<file path="src/rtl/core/rle_enc_pkg.sv">
// ----------------------------------------------------------------------------
// rle_enc_pkg
// Shared types, constants and helper functions of the run-length encoder
// with ASCII decimal run counts.
// ----------------------------------------------------------------------------
package rle_enc_pkg;

  // Default and upper bound of the number of BCD digits in a run counter.
  localparam int MaxDigitsDef = 4;
  localparam int MaxDigitsTop = 8;
  localparam int MaxBcdW      = 4 * MaxDigitsTop;

  // Entries in the queue between the front and back parts.
  localparam int QDepth = 2;

  localparam logic [7:0] AsciiZero = 8'h30;
  localparam logic [7:0] AsciiOne  = 8'h31;

  // Flush command for one item: an optional closed run (its length travels
  // next to this struct), then an optional run of length one that a final
  // item opened and closed at once.
  typedef struct packed {
    logic       a_valid;
    logic       b_valid;
    logic       fin;
    logic [7:0] a_val;
    logic [7:0] b_val;
  } rle_cmd_t;

  typedef enum logic [2:0] {
    ST_IDLE,
    ST_A_DIG,
    ST_A_VAL,
    ST_B_DIG,
    ST_B_VAL
  } rle_state_t;

  // BCD word with the lowest n digits set to nine.
  function automatic logic [MaxBcdW-1:0] all_nines(input int n);
    logic [MaxBcdW-1:0] v;
    v = '0;
    for (int i = 0; i < MaxDigitsTop; i++) begin
      if (i < n) begin
        v[4*i +: 4] = 4'd9;
      end
    end
    return v;
  endfunction

  // Index of the most significant nonzero digit among the lowest n digits.
  function automatic logic [2:0] top_digit(input logic [MaxBcdW-1:0] bcd, input int n);
    logic [2:0] top;
    top = '0;
    for (int i = 0; i < MaxDigitsTop; i++) begin
      if (i < n && bcd[4*i +: 4] != 4'd0) begin
        top = 3'(i);
      end
    end
    return top;
  endfunction

endpackage

</file>
<file path="src/rtl/core/rle_enc_queue.sv">
// ----------------------------------------------------------------------------
// rle_enc_queue
// Short show-ahead queue of flush commands between the front and back parts.
// ----------------------------------------------------------------------------
module rle_enc_queue #(
  parameter int DataW = 8
) (
  input  logic             clk,
  input  logic             rst_n,
  input  logic             push,
  input  logic [DataW-1:0] push_data,
  output logic             full,
  input  logic             pop,
  output logic [DataW-1:0] pop_data,
  output logic             not_empty
);

  localparam int PtrW = (rle_enc_pkg::QDepth > 1) ? $clog2(rle_enc_pkg::QDepth) : 1;
  localparam int CntW = $clog2(rle_enc_pkg::QDepth + 1);

  logic [DataW-1:0] mem_r [rle_enc_pkg::QDepth];
  logic [PtrW-1:0]  wr_ptr_r, wr_ptr_nxt;
  logic [PtrW-1:0]  rd_ptr_r, rd_ptr_nxt;
  logic [CntW-1:0]  count_r, count_nxt;
  logic             do_push, do_pop;

  assign full      = (count_r == CntW'(rle_enc_pkg::QDepth));
  assign not_empty = (count_r != '0);
  assign do_push   = push && !full;
  assign do_pop    = pop && not_empty;
  assign pop_data  = mem_r[rd_ptr_r];

  always_comb begin
    wr_ptr_nxt = wr_ptr_r;
    rd_ptr_nxt = rd_ptr_r;
    count_nxt  = count_r;
    if (do_push) begin
      wr_ptr_nxt = (wr_ptr_r == PtrW'(rle_enc_pkg::QDepth - 1)) ? '0 : wr_ptr_r + 1'b1;
    end
    if (do_pop) begin
      rd_ptr_nxt = (rd_ptr_r == PtrW'(rle_enc_pkg::QDepth - 1)) ? '0 : rd_ptr_r + 1'b1;
    end
    if (do_push && !do_pop) begin
      count_nxt = count_r + 1'b1;
    end else if (do_pop && !do_push) begin
      count_nxt = count_r - 1'b1;
    end
  end

  always_ff @(posedge clk) begin
    if (!rst_n) begin
      wr_ptr_r <= '0;
      rd_ptr_r <= '0;
      count_r  <= '0;
    end else begin
      wr_ptr_r <= wr_ptr_nxt;
      rd_ptr_r <= rd_ptr_nxt;
      count_r  <= count_nxt;
    end
  end

  always_ff @(posedge clk) begin
    if (do_push) begin
      mem_r[wr_ptr_r] <= push_data;
    end
  end

endmodule

</file>
<file path="src/rtl/core/rle_enc_front.sv">
// ----------------------------------------------------------------------------
// rle_enc_front
// Accepts input bytes, keeps the open run and its BCD length, and turns each
// item into at most one flush command for the back part.
// ----------------------------------------------------------------------------
module rle_enc_front #(
  parameter int MaxDigits = rle_enc_pkg::MaxDigitsDef
) (
  input  logic                        clk,
  input  logic                        rst_n,
  input  logic                        in_valid,
  output logic                        in_ready,
  input  logic [7:0]                  in_data_byte,
  input  logic                        in_final_byte,
  output logic                        q_push,
  output rle_enc_pkg::rle_cmd_t       q_cmd,
  output logic [4*MaxDigits-1:0]      q_len,
  input  logic                        q_full
);

  localparam int LenW = 4 * MaxDigits;
  localparam logic [LenW-1:0] Nines = LenW'(rle_enc_pkg::all_nines(MaxDigits));
  localparam logic [LenW-1:0] LenOne = LenW'(1);

  logic [7:0]      run_value_r, run_value_nxt;
  logic [LenW-1:0] run_len_r, run_len_nxt;
  logic            run_open_r, run_open_nxt;
  logic [LenW-1:0] len_inc;
  logic            accept;
  logic            same;
  logic            cap;

  assign in_ready = !q_full;
  assign accept   = in_valid && in_ready;
  assign same     = run_open_r && (run_value_r == in_data_byte);

  // BCD increment: the carry ripples through the digits that hold nine.
  always_comb begin
    logic       carry;
    logic [3:0] d;
    len_inc = run_len_r;
    carry   = 1'b1;
    for (int i = 0; i < MaxDigits; i++) begin
      d = run_len_r[4*i +: 4];
      if (carry) begin
        if (d == 4'd9) begin
          len_inc[4*i +: 4] = 4'd0;
        end else begin
          len_inc[4*i +: 4] = d + 4'd1;
          carry = 1'b0;
        end
      end
    end
  end

  assign cap = (len_inc == Nines);

  always_comb begin
    run_value_nxt = run_value_r;
    run_len_nxt   = run_len_r;
    run_open_nxt  = run_open_r;
    q_cmd         = '0;
    q_len         = run_len_r;
    q_cmd.a_val   = run_value_r;
    q_cmd.b_val   = in_data_byte;
    q_cmd.fin     = in_final_byte;
    if (same) begin
      q_cmd.a_valid = cap || in_final_byte;
      q_len         = len_inc;
      if (cap || in_final_byte) begin
        run_len_nxt  = '0;
        run_open_nxt = 1'b0;
      end else begin
        run_len_nxt = len_inc;
      end
    end else begin
      q_cmd.a_valid = run_open_r;
      q_cmd.b_valid = in_final_byte;
      if (in_final_byte) begin
        run_len_nxt  = '0;
        run_open_nxt = 1'b0;
      end else begin
        run_value_nxt = in_data_byte;
        run_len_nxt   = LenOne;
        run_open_nxt  = 1'b1;
      end
    end
    if (in_final_byte) begin
      run_value_nxt = '0;
    end
  end

  assign q_push = accept && (q_cmd.a_valid || q_cmd.b_valid);

  always_ff @(posedge clk) begin
    if (!rst_n) begin
      run_value_r <= '0;
      run_len_r   <= '0;
      run_open_r  <= 1'b0;
    end else if (accept) begin
      run_value_r <= run_value_nxt;
      run_len_r   <= run_len_nxt;
      run_open_r  <= run_open_nxt;
    end
  end

  // A closed run always has a zero count, and an open one is below the cap.
  a_closed_zero : assert property (@(posedge clk) disable iff (!rst_n)
    !run_open_r |-> run_len_r == '0)
    else $error("closed run holds a nonzero count");

  a_open_below_cap : assert property (@(posedge clk) disable iff (!rst_n)
    run_open_r |-> run_len_r != Nines && run_len_r != '0)
    else $error("open run count at cap or zero");

endmodule

</file>
<file path="src/rtl/core/rle_enc_back.sv">
// ----------------------------------------------------------------------------
// rle_enc_back
// Takes flush commands from the queue and sends out the count digits and the
// run byte, one result item per cycle while out_ready allows, through an output register.
// ----------------------------------------------------------------------------
module rle_enc_back #(
  parameter int MaxDigits = rle_enc_pkg::MaxDigitsDef
) (
  input  logic                   clk,
  input  logic                   rst_n,
  input  logic                   q_valid,
  input  rle_enc_pkg::rle_cmd_t  q_cmd,
  input  logic [4*MaxDigits-1:0] q_len,
  output logic                   q_pop,
  output logic                   out_valid,
  input  logic                   out_ready,
  output logic [7:0]             out_code_byte,
  output logic                   out_last_of_item,
  output logic                   out_stream_done
);

  localparam int LenW = 4 * MaxDigits;
  localparam int IdxW = (MaxDigits > 1) ? $clog2(MaxDigits) : 1;

  rle_enc_pkg::rle_state_t state_r, state_nxt;
  logic [LenW-1:0] a_len_r, a_len_nxt;
  logic [7:0]      a_val_r, a_val_nxt;
  logic [7:0]      b_val_r, b_val_nxt;
  logic            b_valid_r, b_valid_nxt;
  logic            fin_r, fin_nxt;
  logic [IdxW-1:0] idx_r, idx_nxt;
  logic            out_valid_r, out_valid_nxt;
  logic [7:0]      code_r, code_nxt;
  logic            last_r, last_nxt;
  logic            done_r, done_nxt;
  logic [2:0]      head_top;
  logic [3:0]      digit;
  logic            adv;
  logic            finish;
  logic            load;

  assign head_top = rle_enc_pkg::top_digit(rle_enc_pkg::MaxBcdW'(q_len), MaxDigits);
  assign digit    = a_len_r[idx_r*4 +: 4];
  assign adv      = !out_valid_r || out_ready;

  always_comb begin
    state_nxt     = state_r;
    a_len_nxt     = a_len_r;
    a_val_nxt     = a_val_r;
    b_val_nxt     = b_val_r;
    b_valid_nxt   = b_valid_r;
    fin_nxt       = fin_r;
    idx_nxt       = idx_r;
    out_valid_nxt = out_valid_r;
    code_nxt      = code_r;
    last_nxt      = last_r;
    done_nxt      = done_r;
    finish        = 1'b0;
    load          = 1'b0;
    q_pop         = 1'b0;
    if (adv) begin
      out_valid_nxt = 1'b0;
      unique case (state_r)
        rle_enc_pkg::ST_IDLE: begin
          load = q_valid;
        end
        rle_enc_pkg::ST_A_DIG: begin
          out_valid_nxt = 1'b1;
          code_nxt      = rle_enc_pkg::AsciiZero | {4'd0, digit};
          last_nxt      = 1'b0;
          done_nxt      = 1'b0;
          if (idx_r == '0) begin
            state_nxt = rle_enc_pkg::ST_A_VAL;
          end else begin
            idx_nxt = idx_r - 1'b1;
          end
        end
        rle_enc_pkg::ST_A_VAL: begin
          out_valid_nxt = 1'b1;
          code_nxt      = a_val_r;
          last_nxt      = !b_valid_r;
          done_nxt      = !b_valid_r && fin_r;
          if (b_valid_r) begin
            state_nxt = rle_enc_pkg::ST_B_DIG;
          end else begin
            finish = 1'b1;
          end
        end
        rle_enc_pkg::ST_B_DIG: begin
          out_valid_nxt = 1'b1;
          code_nxt      = rle_enc_pkg::AsciiOne;
          last_nxt      = 1'b0;
          done_nxt      = 1'b0;
          state_nxt     = rle_enc_pkg::ST_B_VAL;
        end
        rle_enc_pkg::ST_B_VAL: begin
          out_valid_nxt = 1'b1;
          code_nxt      = b_val_r;
          last_nxt      = 1'b1;
          done_nxt      = fin_r;
          finish        = 1'b1;
        end
        default: begin
          state_nxt = rle_enc_pkg::ST_IDLE;
        end
      endcase
      // The next command is taken in the same cycle as the last byte of the
      // current one, so back-to-back commands leave no gap.
      if (finish) begin
        load = q_valid;
        if (!q_valid) begin
          state_nxt = rle_enc_pkg::ST_IDLE;
        end
      end
      if (load) begin
        q_pop       = 1'b1;
        a_len_nxt   = q_len;
        a_val_nxt   = q_cmd.a_val;
        b_val_nxt   = q_cmd.b_val;
        b_valid_nxt = q_cmd.b_valid;
        fin_nxt     = q_cmd.fin;
        idx_nxt     = head_top[IdxW-1:0];
        state_nxt   = q_cmd.a_valid ? rle_enc_pkg::ST_A_DIG : rle_enc_pkg::ST_B_DIG;
      end
    end
  end

  always_ff @(posedge clk) begin
    if (!rst_n) begin
      state_r     <= rle_enc_pkg::ST_IDLE;
      out_valid_r <= 1'b0;
    end else begin
      state_r     <= state_nxt;
      out_valid_r <= out_valid_nxt;
    end
  end

  always_ff @(posedge clk) begin
    a_len_r   <= a_len_nxt;
    a_val_r   <= a_val_nxt;
    b_val_r   <= b_val_nxt;
    b_valid_r <= b_valid_nxt;
    fin_r     <= fin_nxt;
    idx_r     <= idx_nxt;
    code_r    <= code_nxt;
    last_r    <= last_nxt;
    done_r    <= done_nxt;
  end

  assign out_valid        = out_valid_r;
  assign out_code_byte    = code_r;
  assign out_last_of_item = last_r;
  assign out_stream_done  = done_r;

  a_digit_decimal : assert property (@(posedge clk) disable iff (!rst_n)
    state_r == rle_enc_pkg::ST_A_DIG |-> digit <= 4'd9)
    else $error("count digit out of decimal range");

  a_done_is_last : assert property (@(posedge clk) disable iff (!rst_n)
    out_valid_r && done_r |-> last_r)
    else $error("stream end flagged on a result that does not end its item");

  a_single_run_final : assert property (@(posedge clk) disable iff (!rst_n)
    (state_r == rle_enc_pkg::ST_B_DIG || state_r == rle_enc_pkg::ST_B_VAL)
      |-> b_valid_r && fin_r)
    else $error("single-byte run flushed outside a final item");

  a_pop_nonempty : assert property (@(posedge clk) disable iff (!rst_n)
    q_pop |-> q_valid)
    else $error("pop from an empty queue");

endmodule

</file>
<file path="src/rtl/core/rle_decimal_count_encoder.sv">
// ----------------------------------------------------------------------------
// rle_decimal_count_encoder
// Run-length encoder that writes each run as its length in ASCII decimal
// digits followed by the run byte.
// ----------------------------------------------------------------------------
// Usage:
//   The input channel (in_valid/in_ready) takes one raw byte per item; set
//   in_final_byte on the last byte of a stream to flush the open run. The
//   output channel (out_valid/out_ready) gives one encoded byte per item,
//   with out_last_of_item on the last result of an input item and
//   out_stream_done on the last result of the stream.
//   Runs are capped at 10^MaxDigits-1 bytes; at the cap the run is sent and
//   the next byte opens a new run.
//   An accepted item's first result passes the command queue, the back
//   part's command registers and the output register. One result goes out
//   per cycle while out_ready is high, and bytes that only extend a run go
//   in at one per cycle while the queue is not full.
//   A two-entry command queue sits between the front and back parts; when
//   the receiver stalls, the queue fills and in_ready drops.
//   Reset (rst_n low, synchronous) closes any open run, empties the queue
//   and clears out_valid.
// ----------------------------------------------------------------------------
module rle_decimal_count_encoder #(
  parameter int MaxDigits = rle_enc_pkg::MaxDigitsDef
) (
  input  logic       clk,
  input  logic       rst_n,
  input  logic       in_valid,
  output logic       in_ready,
  input  logic [7:0] in_data_byte,
  input  logic       in_final_byte,
  output logic       out_valid,
  input  logic       out_ready,
  output logic [7:0] out_code_byte,
  output logic       out_last_of_item,
  output logic       out_stream_done
);

  localparam int LenW  = 4 * MaxDigits;
  localparam int CmdW  = $bits(rle_enc_pkg::rle_cmd_t);
  localparam int DataW = CmdW + LenW;

  logic                  push;
  rle_enc_pkg::rle_cmd_t push_cmd;
  logic [LenW-1:0]       push_len;
  logic                  q_full;
  logic                  q_pop;
  logic                  q_valid;
  logic [DataW-1:0]      q_data;
  rle_enc_pkg::rle_cmd_t head_cmd;
  logic [LenW-1:0]       head_len;

  rle_enc_front #(
    .MaxDigits(MaxDigits)
  ) u_front (
    .clk           (clk),
    .rst_n         (rst_n),
    .in_valid      (in_valid),
    .in_ready      (in_ready),
    .in_data_byte  (in_data_byte),
    .in_final_byte (in_final_byte),
    .q_push        (push),
    .q_cmd         (push_cmd),
    .q_len         (push_len),
    .q_full        (q_full)
  );

  rle_enc_queue #(
    .DataW(DataW)
  ) u_queue (
    .clk       (clk),
    .rst_n     (rst_n),
    .push      (push),
    .push_data ({push_cmd, push_len}),
    .full      (q_full),
    .pop       (q_pop),
    .pop_data  (q_data),
    .not_empty (q_valid)
  );

  assign head_cmd = rle_enc_pkg::rle_cmd_t'(q_data[DataW-1:LenW]);
  assign head_len = q_data[LenW-1:0];

  rle_enc_back #(
    .MaxDigits(MaxDigits)
  ) u_back (
    .clk              (clk),
    .rst_n            (rst_n),
    .q_valid          (q_valid),
    .q_cmd            (head_cmd),
    .q_len            (head_len),
    .q_pop            (q_pop),
    .out_valid        (out_valid),
    .out_ready        (out_ready),
    .out_code_byte    (out_code_byte),
    .out_last_of_item (out_last_of_item),
    .out_stream_done  (out_stream_done)
  );

endmodule

</file>
<file path="config.mk">
export PLATFORM = sky130hd
export DESIGN_NAME = rle_decimal_count_encoder
export DESIGN_NICKNAME = d
export VERILOG_FILES = /design/src/rtl/core/rle_enc_pkg.sv /design/src/rtl/core/rle_enc_queue.sv /design/src/rtl/core/rle_enc_front.sv /design/src/rtl/core/rle_enc_back.sv /design/src/rtl/core/rle_decimal_count_encoder.sv
export SDC_FILE = /design/constraint.sdc
export NUM_CORES = 1
export LEC_CHECK = 0
export CAP_MARGIN = 20
export CORE_ASPECT_RATIO = 1.5
export CORE_MARGIN = 2
export CORE_UTILIZATION = 65
export CTS_CLUSTER_DIAMETER = 30
export DETAILED_ROUTE_END_ITERATION = 10
export DONT_BUFFER_PORTS = 1
export GPL_ROUTABILITY_DRIVEN = 0
export PLACE_DENSITY = 0.9
export SYNTH_ARGS = -nofsm -noshare
export SYNTH_HDL_FRONTEND = slang
export SYNTH_SLANG_ARGS = --single-unit
</file>
<file path="constraint.sdc">
create_clock -name clk -period 6.5 [get_ports clk]
set_input_delay 0.325 -clock clk [delete_from_list [all_inputs] [get_ports clk]]
set_output_delay 0.325 -clock clk [all_outputs]
set_load 0.02 [all_outputs]
</file>
**Yosys cells after proc, flatten, opt, wreduce, memory -nomap -nowiden**

Memories as Yosys holds them, arrays and structs flattened. A register that Yosys moved wholly into a read port is not among the register bits.
Cells that the tools add are included.

- Flip-flop bits (word level): 79
- Output and inout bits: 12
- Input bits: 13
- Memories kept: 1
- Word-level logic and storage cells: 133
- Memory bits (writable): 70

- Equality and inequality tests: 14
- Mux-type cells: 56
- Reduce and logical (&&, ||, !) cells: 35
- Add/subtract/negate cells: 9
- Shift operators: 1

Memories:

| memory | words | bits a word | rd ports | clocked after memory_dff | write ports | line | RTL |
|---|---|---|---|---|---|---|---|
| u_queue.mem_r | 2 | 35 | 1 | 1 | 1 | rle_enc_queue.sv:21 | `logic [DataW-1:0] mem_r [rle_enc_pkg::QDepth];` |

Operators by type and width:

| operator | count |
|---|---|
| $mux W16 | 3 |
| $pmux W8 S4 | 1 |
| $mux W4 | 7 |
| $mux W1 | 26 |
| $add A4 B1 Y4 const B | 4 |
| $eq A16 B16 Y1 const B | 1 |
| $eq A4 B4 Y1 const B | 4 |
| $mux W2 | 8 |
| $mux W8 | 2 |
| $reduce_bool A4 Y1 | 4 |
| $shiftx A16 B5 Y4 | 1 |
| $mux W3 | 5 |
| $pmux W3 S4 | 1 |
| $reduce_and A2 Y1 | 5 |
| $eq A8 B8 Y1 | 1 |
| $logic_and A1 B1 Y1 | 8 |
| $eq A3 B2 Y1 const B | 2 |
| $ne A2 B2 Y1 const B | 3 |
| $pmux W1 S3 | 2 |
| $reduce_bool A2 Y1 | 3 |
| $logic_not A1 Y1 | 5 |
| $reduce_or A2 Y1 | 2 |
| $reduce_or A4 Y1 | 1 |
| $sub A2 B1 Y2 const B | 2 |
| other kinds (11) | 14 |

**Logic depth before layout (Yosys ltp)**

Gate-level depths: netlist of run 1.

- Depth after elaboration: 15
- Depth in mapped cells: 11

**By module**

Synthesis of run 1 repeated with hierarchy kept, for this count alone.

- Cells, all modules: 522
- Area total of the unflattened synthesis: 6727.7 um^2

Modules (own cells, without submodules):

| module | area an instance (um^2) | instances | cells each |
|---|---|---|---|
| rle_enc_queue | 2760.1 | 1 | 134 |
| rle_enc_back | 2110.8 | 1 | 141 |
| rle_enc_front | 1856.8 | 1 | 247 |

**Worst setup path before layout of run 1**

No wires, ideal clock.

- Path type: register -> register
- From: register u_front.run_len_r[10]
- To: memory u_queue.mem_r[0][0] (netlist name) (enable)
- Data required time: 6.110 ns
- Arrival: 3.074 ns
- Path slack: 3.037 ns
- Stages on the path, launching flop included: 8
- Period minus slack after synthesis: 3.463 ns
- Library setup time: 0.390 ns
- Path buffers: 1
- Path through: dfxtp_1 buf_6 or3b_1 nor4_2 mux2_2 o41a_4 or3_1 inv_1

- Cells in the longest elaborated chain, start to end: 12
- Elaborated cells between the ends (all ways): 15
- Classes of those cells: add/sub: 1; eq/ne: 2; mux: 8; reduce/logical: 4

RTL lines:

| element | line | RTL |
|---|---|---|
| start: declaration | rle_enc_front.sv:26 | `logic [LenW-1:0] run_len_r, run_len_nxt;` |
| start signal: assignment | rle_enc_front.sv:102 | `run_len_r <= run_len_nxt;` |
| parallel branches: the longest is 4 deep, another holds $add A4 B1 Y4 | - |  |
| $eq A16 B16 Y1 * | rle_enc_front.sv:56 | `assign cap = (len_inc == Nines);` |
| $logic_or A1 B1 Y1 * | rle_enc_front.sv:68 | `q_cmd.a_valid = cap \|\| in_final_byte;` |
| $mux W1 * | rle_enc_front.sv:67 | `if (same) begin` |
| $logic_or A1 B1 Y1 * | rle_enc_front.sv:93 | `assign q_push = accept && (q_cmd.a_valid \|\| q_cmd.b_valid);` |
| $logic_and A1 B1 Y1 * | rle_enc_front.sv:93 |  |
| $logic_and A1 B1 Y1 * | rle_enc_queue.sv:29 | `assign do_push = push && !full;` |
| $mux W1 * | rle_enc_queue.sv:63 | `if (do_push) begin` |
| $mux W1 (implied by the code) * | rle_enc_queue.sv:64 | `mem_r[wr_ptr_r] <= push_data;` |
| end: declaration | rle_enc_queue.sv:21 |  |

Every way passes the cells marked *.

**Final worst setup path of run 1**

- From: register u_front.run_len_r[9]
- To: memory u_queue.mem_r[0][10] (netlist name) (enable)

Same word-level chain as after synthesis.

==> results of run 1 <==
==> cell usage after synthesis, types with 2 or more instances <==
| master | n |
|---|---|
| nor2_1 | 44 |
| or3_1 | 8 |
| o22ai_1 | 3 |
| o21ai_0 | 25 |
| o31ai_1 | 2 |
| xor2_1 | 8 |
| mux2_2 | 36 |
| nor2b_1 | 4 |
| nor4_1 | 5 |
| a21oi_1 | 27 |
| nand4b_1 | 2 |
| ha_1 | 2 |
| or2_2 | 2 |
| nand3b_1 | 2 |
| buf_2 | 3 |
| inv_1 | 13 |
| mux4_2 | 4 |
| nor3_1 | 7 |
| a21o_1 | 4 |
| nand2_1 | 42 |
| nor3b_1 | 3 |
| nand3_1 | 15 |
| edfxtp_1 | 116 |
| nand2b_1 | 12 |
| nand4_1 | 4 |
| o41ai_1 | 2 |
| a221oi_1 | 4 |
| o311ai_0 | 2 |
| mux2i_1 | 9 |
| a22oi_1 | 11 |
| a22o_1 | 4 |
| and2_1 | 8 |
| xnor2_1 | 12 |
| nand4bb_1 | 2 |
| dfxtp_1 | 34 |
| buf_1 | 2 |
| clkbuf_1 | 23 |
| a2bb2oi_1 | 2 |
==> cell families after synthesis <==
| group | Yosys count | synth area share [%] |
|---|---|---|
| fa+ha+maj | 2 | 0.3784 |
| compound gates | 98 | 9.785 |
| buf+inv | 42 | 2.555 |
| xor+xnor | 20 | 2.650 |
| mux | 49 | 8.857 |
| flops | 150 | 62.98 |
| simple gates | 167 | 12.79 |
==> metal layers <==
| metal | vias up | wire, um | global-route usage [%] |
|---|---|---|---|
| met1 | 2075 | 5298 | 33.03 |
| li1 | 1975 | - | - |
| met5 | - | 0 | 0 |
| met3 | 62 | 955 | 5.426 |
| met4 | 0 | 636 | 12.59 |
| met2 | 245 | 7279 | 45.48 |
==> worst paths after layout <==
| path | cells past startpoint | end | slack, ns |
|---|---|---|---|
| min | 1 | u_front.run_len_r[0] | 0.01 |
| max | 7 | u_queue.mem_r[0][10] | 2.89 |
| min reg2reg | 2 | u_queue.rd_ptr_r | 0.51 |
| max reg2reg | 7 | u_queue.mem_r[0][10] | 2.89 |
==> where the power goes <==
group	internal [mW]	total, mW	switching (mW)	leakage (nW)
clock	0.527	0.949	0.423	0.284
sequential	1.30	1.44	0.140	1.36
combinational	0.218	0.526	0.308	0.803
total	2.05	2.92	0.871	2.44
==> sequential cells by signal, summed over array words and instances (netlist names), named ones only <==
signal / count
u_queue.mem_r: 70
u_back.fin_r: 1
u_back.out_stream_done: 1
u_back.a_val_r: 8
u_back.out_last_of_item: 1
u_back.b_valid_r: 1
u_back.a_len_r: 16
u_front.run_len_r: 16
u_back.out_code_byte: 8
u_queue.wr_ptr_r: 1
u_front.run_value_r: 8
u_back.b_val_r: 8
u_queue.count_r: 2
u_back.state_r: 3
u_back.out_valid: 1
u_back.idx_r: 2
u_front.run_open_r: 1
u_queue.rd_ptr_r: 1
==> cell type report <==
type	count	area, um^2	share of cell area, %
Clock inverter	14	131.4	1.775
Timing Repair Buffer	16	182.7	2.468
Tap cell	117	146.4	1.978
Inverter	13	48.80	0.6592
Multi-Input combinational cell	336	2278	30.78
Sequential cell	150	4164	56.25
Clock buffer	18	450.4	6.085
==> repair_timing <==
action,in CTS,in global routing
endpoints found under the setup margin,0,0
hold buffers,9,0
hold endpoints to repair,18,0
==> stage by stage <==
stage | total power, mW | setup slack, ns | utilization, %
3_3_place_gp | 1.907 | 3.216 | 66.60
5_1_grt | 3.021 | 2.781 | 73.86
6_report | 2.918 | 2.894 | 73.86
3_5_place_dp | 1.945 | 3.092 | 66.60
4_1_cts | 2.898 | 3.018 | 73.31
2_1_floorplan | 1.806 | 3.037 | -
==> results.tsv, run 1 <==
stage	metric	value	unit
detailed_routing	routed wire length	14170	um
synth	dominant cell type by area after synthesis	edfxtp_1	
worst_setup_path	Max stage delay on crit path	0.51	ns
sta	slew margin rel.	37.90	%
finish	synth-to-layout area growth	11.96	%
floorplan	cell row count	45	
cts	Clock Sinks	150	
worst_setup_path	R2R Path Start	u_front.run_len_r[9]	
cts	clk buf depth	2	
power	Power per Cell Area	394.2	nW/um^2
sta	max-slew violations	0	
detailed_routing	Routed WL per cell	21.34	um
sta	min Tclk post-route	3.606	ns
worst_hold_path	Hold Crit Class	primary input to flip-flop	
cts	postcts setup bufs	0	
worst_hold_path	Hold Crit Start	in_final_byte	
sta	final hold violation count	0	
worst_setup_path	crit path from	u_front.run_len_r[9]	
sta	Worst Skew	0.01240	ns
sta	Final period util	55.47	%
cts	Worst-Skew Late Latency	0.43	ns
grt	GRT Residual Overflow	0	
power	VDD IR max	299.7	uV
finish	Non-Filler Instances	664	
sta	Setup violations, final	0	
sta	Peak Freq	277.3	MHz
synth	syn nets	543	
synth	Yosys reg bits	150	
finish	most common cell after layout, fill and taps aside	edfxtp_1	
synth	Post-synth EDFFs	116	
finish	most frequent cells in the layout	edfxtp_1 (116), nor2_1 (44), nand2_1 (42), mux2_2 (36), dfxtp_1 (34)	
worst_setup_path	WP buf/inv	2	
finish	Fill cells	573	
detailed_routing	vias post-DR	4357	
detailed_routing	first-pass detailed-route iteration total	5	
cts	CTS tree	yes	
finish	layout cell share with drive strength beyond 1	15.54	%
grt	pin count of the biggest net entering global routing	36	
synth	Gate Count Post-Synth	528	
synth	Mapped Area	6611	um^2
finish	Finished Cell Area	7402	um^2
detailed_routing	Vias/cell	6.562	
worst_setup_path	Worst setup EP type	flip-flop	
sta	slew at the pin closest to its max-slew limit	0.9215	ns
sta	Final Hold Slack	0.01076	ns
synth	Synth Warn #	0	
floorplan	area of the core	10020	um^2
flow_run	count of max-cap constraint violations	0	
finish	# nets final	549	
worst_setup_path	crit path DAT	3.67	ns
cts	# resized after CTS	0	
grt	vias in the first global route	4309	
detailed_routing	Post-route DRC	0	
floorplan	die width	86.35	um
sta	RSZ-0062 raised after global routing	no	
detailed_routing	initial DRC count	396	
synth	Synth async-reset ratio	0	%
floorplan	IO Count	25	
worst_setup_path	CP startpoint kind	flip-flop	
finish	diodes inserted	0	
grt	initial antenna violation count	0	
placed_design	dpl hpwl	8541	um
worst_setup_path	CP delay by family, top	simple AND/OR/NAND/NOR gates	
cts	H-tree levels	4	
placed_design	placed instance area	6675	um^2
worst_setup_path	CP max stage cell	nor4_2	
detailed_routing	ANT nets after route	0	
floorplan	Die Height	127.5	um
grt	Total GRT Usage	26.93	%
synth	top cell type's share of synthesized area	52.69	%
cts	CTS Buf Count	17	
synth	Yosys cell types	58	
worst_setup_path	Worst Path Required	6.57	ns
cts	root buf cell	clkbuf_16	
cts	Clk pin slew, worst setup/hold paths	0.06	ns
floorplan	Starting Density	65.97	%
status	status	completed	
worst_setup_path	crit path kind	flip-flop to flip-flop	
worst_setup_path	CP Max Fanout	35	
sta	Fin Setup TNS	0	ns
placed_design	I/O Buffers	0	
synth	Syn Area/Cell	12.52	um^2
synth	top post-synthesis cells by area	edfxtp_1 (53%), dfxtp_1 (10%), mux2_2 (6.1%), nor2_1 (2.5%), nand2_1 (2.4%)	
floorplan	area of the die	11010	um^2
synth	Synth Flop Type	edfxtp_1	
worst_setup_path	cell chain of the critical path	or3b_1 -> nor4_2 -> mux2_2 -> o41a_4 -> or3_1 -> inv_1 -> buf_4	
power	Pleak	2.445	nW
placed_design	Placed Cells	621	
grt	global-route wire length before repair	22350	um
synth	post-synthesis sequential area ratio	62.98	%
Power figures use the tool's default switching activity.
==> run 2, diff against run 1 <==
- CORE_UTILIZATION: 65 -> 63
- PLACE_DENSITY: 0.9 -> 0.88
- clock period: 6.5 -> 3.57 ns (I/O delays scaled with it)
==> results.tsv, run 2 (synthesis results as in run 1) <==
stage	metric	value	unit	change
finish	Top reg by flops	u_queue.mem_r		
detailed_routing	ANT nets after route	0		unchanged
finish	largest registers	u_queue.mem_r: 70 flops, u_back.a_len_r: 16 flops, u_front.run_len_r: 16 flops		
worst_setup_path	Worst setup EP type	flip-flop		
sta	Fin Setup TNS	0	ns	unchanged
placed_design	pre-CTS WS	0.3978	ns	-2.694 ns
detailed_routing	Vias/cell	6.358		-3.1%
detailed_routing	vias post-DR	4381		+0.55%
detailed_routing	Post-route DRC	0		unchanged
power	total power draw	5.294	mW	+81%
finish	diodes inserted	0		unchanged
detailed_routing	first-pass detailed-route iteration total	5		unchanged
detailed_routing	Routed WL per cell	20.18	um	-5.4%
finish	max reg flops	70		unchanged
grt	pin count of the biggest net entering global routing	36		unchanged
cts	Clk pin slew, worst setup/hold paths	0.07	ns	about the same
sta	Worst Skew	0.01081	ns	-0.001589 ns
floorplan	Starting Density	64.87	%	-1.1 points
power	Pleak	2.446	nW	about the same
cts	root buf cell	clkbuf_16		
worst_setup_path	R2R Path Start	u_front.run_len_r[9]		
cts	# resized after CTS	0		unchanged
sta	RSZ-0062 raised after global routing	no		
cts	clk buf depth	2		unchanged
detailed_routing	initial DRC count	395		-0.25%
sta	max-slew violations	0		unchanged
floorplan	die width	87.64	um	+1.5%
placed_design	I/O Buffers	0		unchanged
worst_setup_path	crit path kind	flip-flop to flip-flop		
floorplan	Die Height	129.5	um	+1.5%
finish	layout cell share with drive strength beyond 1	15.51	%	-0.028 points
sta	Setup violations, final	0		unchanged
detailed_routing	routed wire length	13910	um	-1.9%
power	Power per Cell Area	712.6	nW/um^2	+81%
worst_setup_path	R2R Path End	u_queue.count_r[1]		
worst_hold_path	Worst Hold Depth	1		unchanged
sta	final hold violation count	0		unchanged
cts	H-tree levels	4		unchanged
finish	Fill cells	618		+7.9%
worst_setup_path	R2R cell count	8		+1
worst_setup_path	Worst Path Required	3.90	ns	-2.67 ns
sta	worst setup margin	0.3248	ns	-2.569 ns
grt	Total GRT Usage	26.95	%	about the same
floorplan	IO Count	25		unchanged
worst_hold_path	Hold Crit Class	primary input to flip-flop		
grt	global-route wire length before repair	22390	um	+0.18%
cts	CTS tree	yes		
finish	most frequent cells in the layout	edfxtp_1 (116), nor2_1 (44), nand2_1 (42), mux2_2 (36), dfxtp_1 (34)		
worst_setup_path	CP Max Fanout	12		-66%
worst_setup_path	crit path from	u_front.run_len_r[9]		
worst_setup_path	r2r setup slk	0.32	ns	-2.57 ns
grt	vias in the first global route	4301		-0.19%
sta	slew at the pin closest to its max-slew limit	1.031	ns	+0.1099 ns
worst_setup_path	worst setup path endpoint	u_queue.count_r[1]		
worst_setup_path	CP startpoint kind	flip-flop		
grt	GRT Residual Overflow	0		unchanged
finish	# nets final	550		+0.18%
finish	Final Core Density	72.89	%	-0.97 points
status	status	completed		
cts	Clock Sinks	150		unchanged
placed_design	dpl hpwl	8785	um	+2.9%
sta	Final Hold Slack	0.01016	ns	-0.0005932 ns
finish	synth-to-layout area growth	12.36	%	
worst_setup_path	crit path DAT	3.57	ns	-0.10 ns
sta	Final period util	90.90	%	+35 points
sta	Peak Freq	308.1	MHz	+11%
cts	CTS Buf Count	17		unchanged
sta	slew margin rel.	31.17	%	-6.7 points
floorplan	area of the die	11350	um^2	+3.0%
floorplan	cell row count	45		unchanged
floorplan	area of the core	10190	um^2	+1.7%
cts	Worst-Skew Late Latency	0.42	ns	about the same
power	VDD IR max	478.0	uV	+59%
grt	initial antenna violation count	0		unchanged
sta	min Tclk post-route	3.245	ns	-0.3605 ns
finish	most common cell after layout, fill and taps aside	edfxtp_1		
flow_run	count of max-cap constraint violations	0		unchanged
==> run 2: changes by cell type in the layout (fill, tap and decap cells not counted) <==
| cell | before | now |
|---|---|---|
| buf_12 | 0 | 2 |
| buf_16 | 2 | 0 |
| clkinv_2 | 0 | 2 |
| clkinv_4 | 5 | 3 |
| clkbuf_16 | 18 | 19 |
| clkinv_8 | 1 | 0 |
| dlygate4sd3_1 | 9 | 10 |
==> run 2: per-stage QoR <==
step | cells | area (um^2)
3_3_place_gp | 647 | 6745
5_1_grt | 689 | 7428
4_1_cts | 689 | 7428
6_report | 689 | 7428
2_1_floorplan | 528 | 6611
3_5_place_dp | 647 | 6745
==> run 2: power by group <==
group / total, mW / internal (mW) / switching, mW
Sequential: 2.64 / 2.37 / 0.270
Clock: 1.72 / 0.991 / 0.732
Combinational: 0.930 / 0.381 / 0.549
Total: 5.29 / 3.74 / 1.55
==> run 2: timing repair <==
item                      4_1_cts  5_1_grt
hold endpoints to repair       29        0
buffers inserted                0        0
hold buffers                   10        0
==> run 2: layout make-up <==
cell class	instances	area, um^2	share of cell area (%)
Clock inverter	13	107.6	1.449
Sequential cell	150	4164	56.06
Multi-Input combinational cell	336	2278	30.67
Clock buffer	19	475.5	6.401
Inverter	13	48.80	0.6569
Timing Repair Buffer	17	177.7	2.392
Tap cell	141	176.4	2.375
==> run 2: metal layers <==
| metal | vias up | global-route usage, % | wire length (um) | part of all wire [%] |
|---|---|---|---|---|
| met2 | 271 | 43.85 | 6905 | 50 |
| met5 | - | 0 | 0 | 0 |
| li1 | 1983 | - | - | - |
| met4 | 0 | 16.11 | 704 | 5.1 |
| met1 | 2069 | 32.72 | 5287 | 38 |
| met3 | 58 | 5.796 | 1010 | 7.3 |
==> run 2: worst min-delay path by stage <==
| stage | to | slack [ns] | start |
|---|---|---|---|
| global route | u_queue.mem_r[0][33] | 0.02 | in_final_byte |
| finish | u_queue.mem_r[0][33] | 0.01 | in_final_byte |
| detailed placement | u_queue.mem_r[0][22] | 0.28 | in_data_byte[6] |
| CTS | u_queue.mem_r[0][33] | 0.003 | in_final_byte |
| floorplan | u_queue.mem_r[0][16] | 0.28 | in_data_byte[0] |
| global placement | u_queue.mem_r[1][22] | 0.28 | in_data_byte[6] |
==> run 2: critical path: stages, from the launching register on <==
cell and delay, ns:
dfxtp_1 0.41, or3b_1 0.46, nor4_2 0.40, mux2_2 0.42, o41a_4 0.50, nor2_1 0.14
ha_1 0.27, or3_1 0.39, a21oi_1 0.16
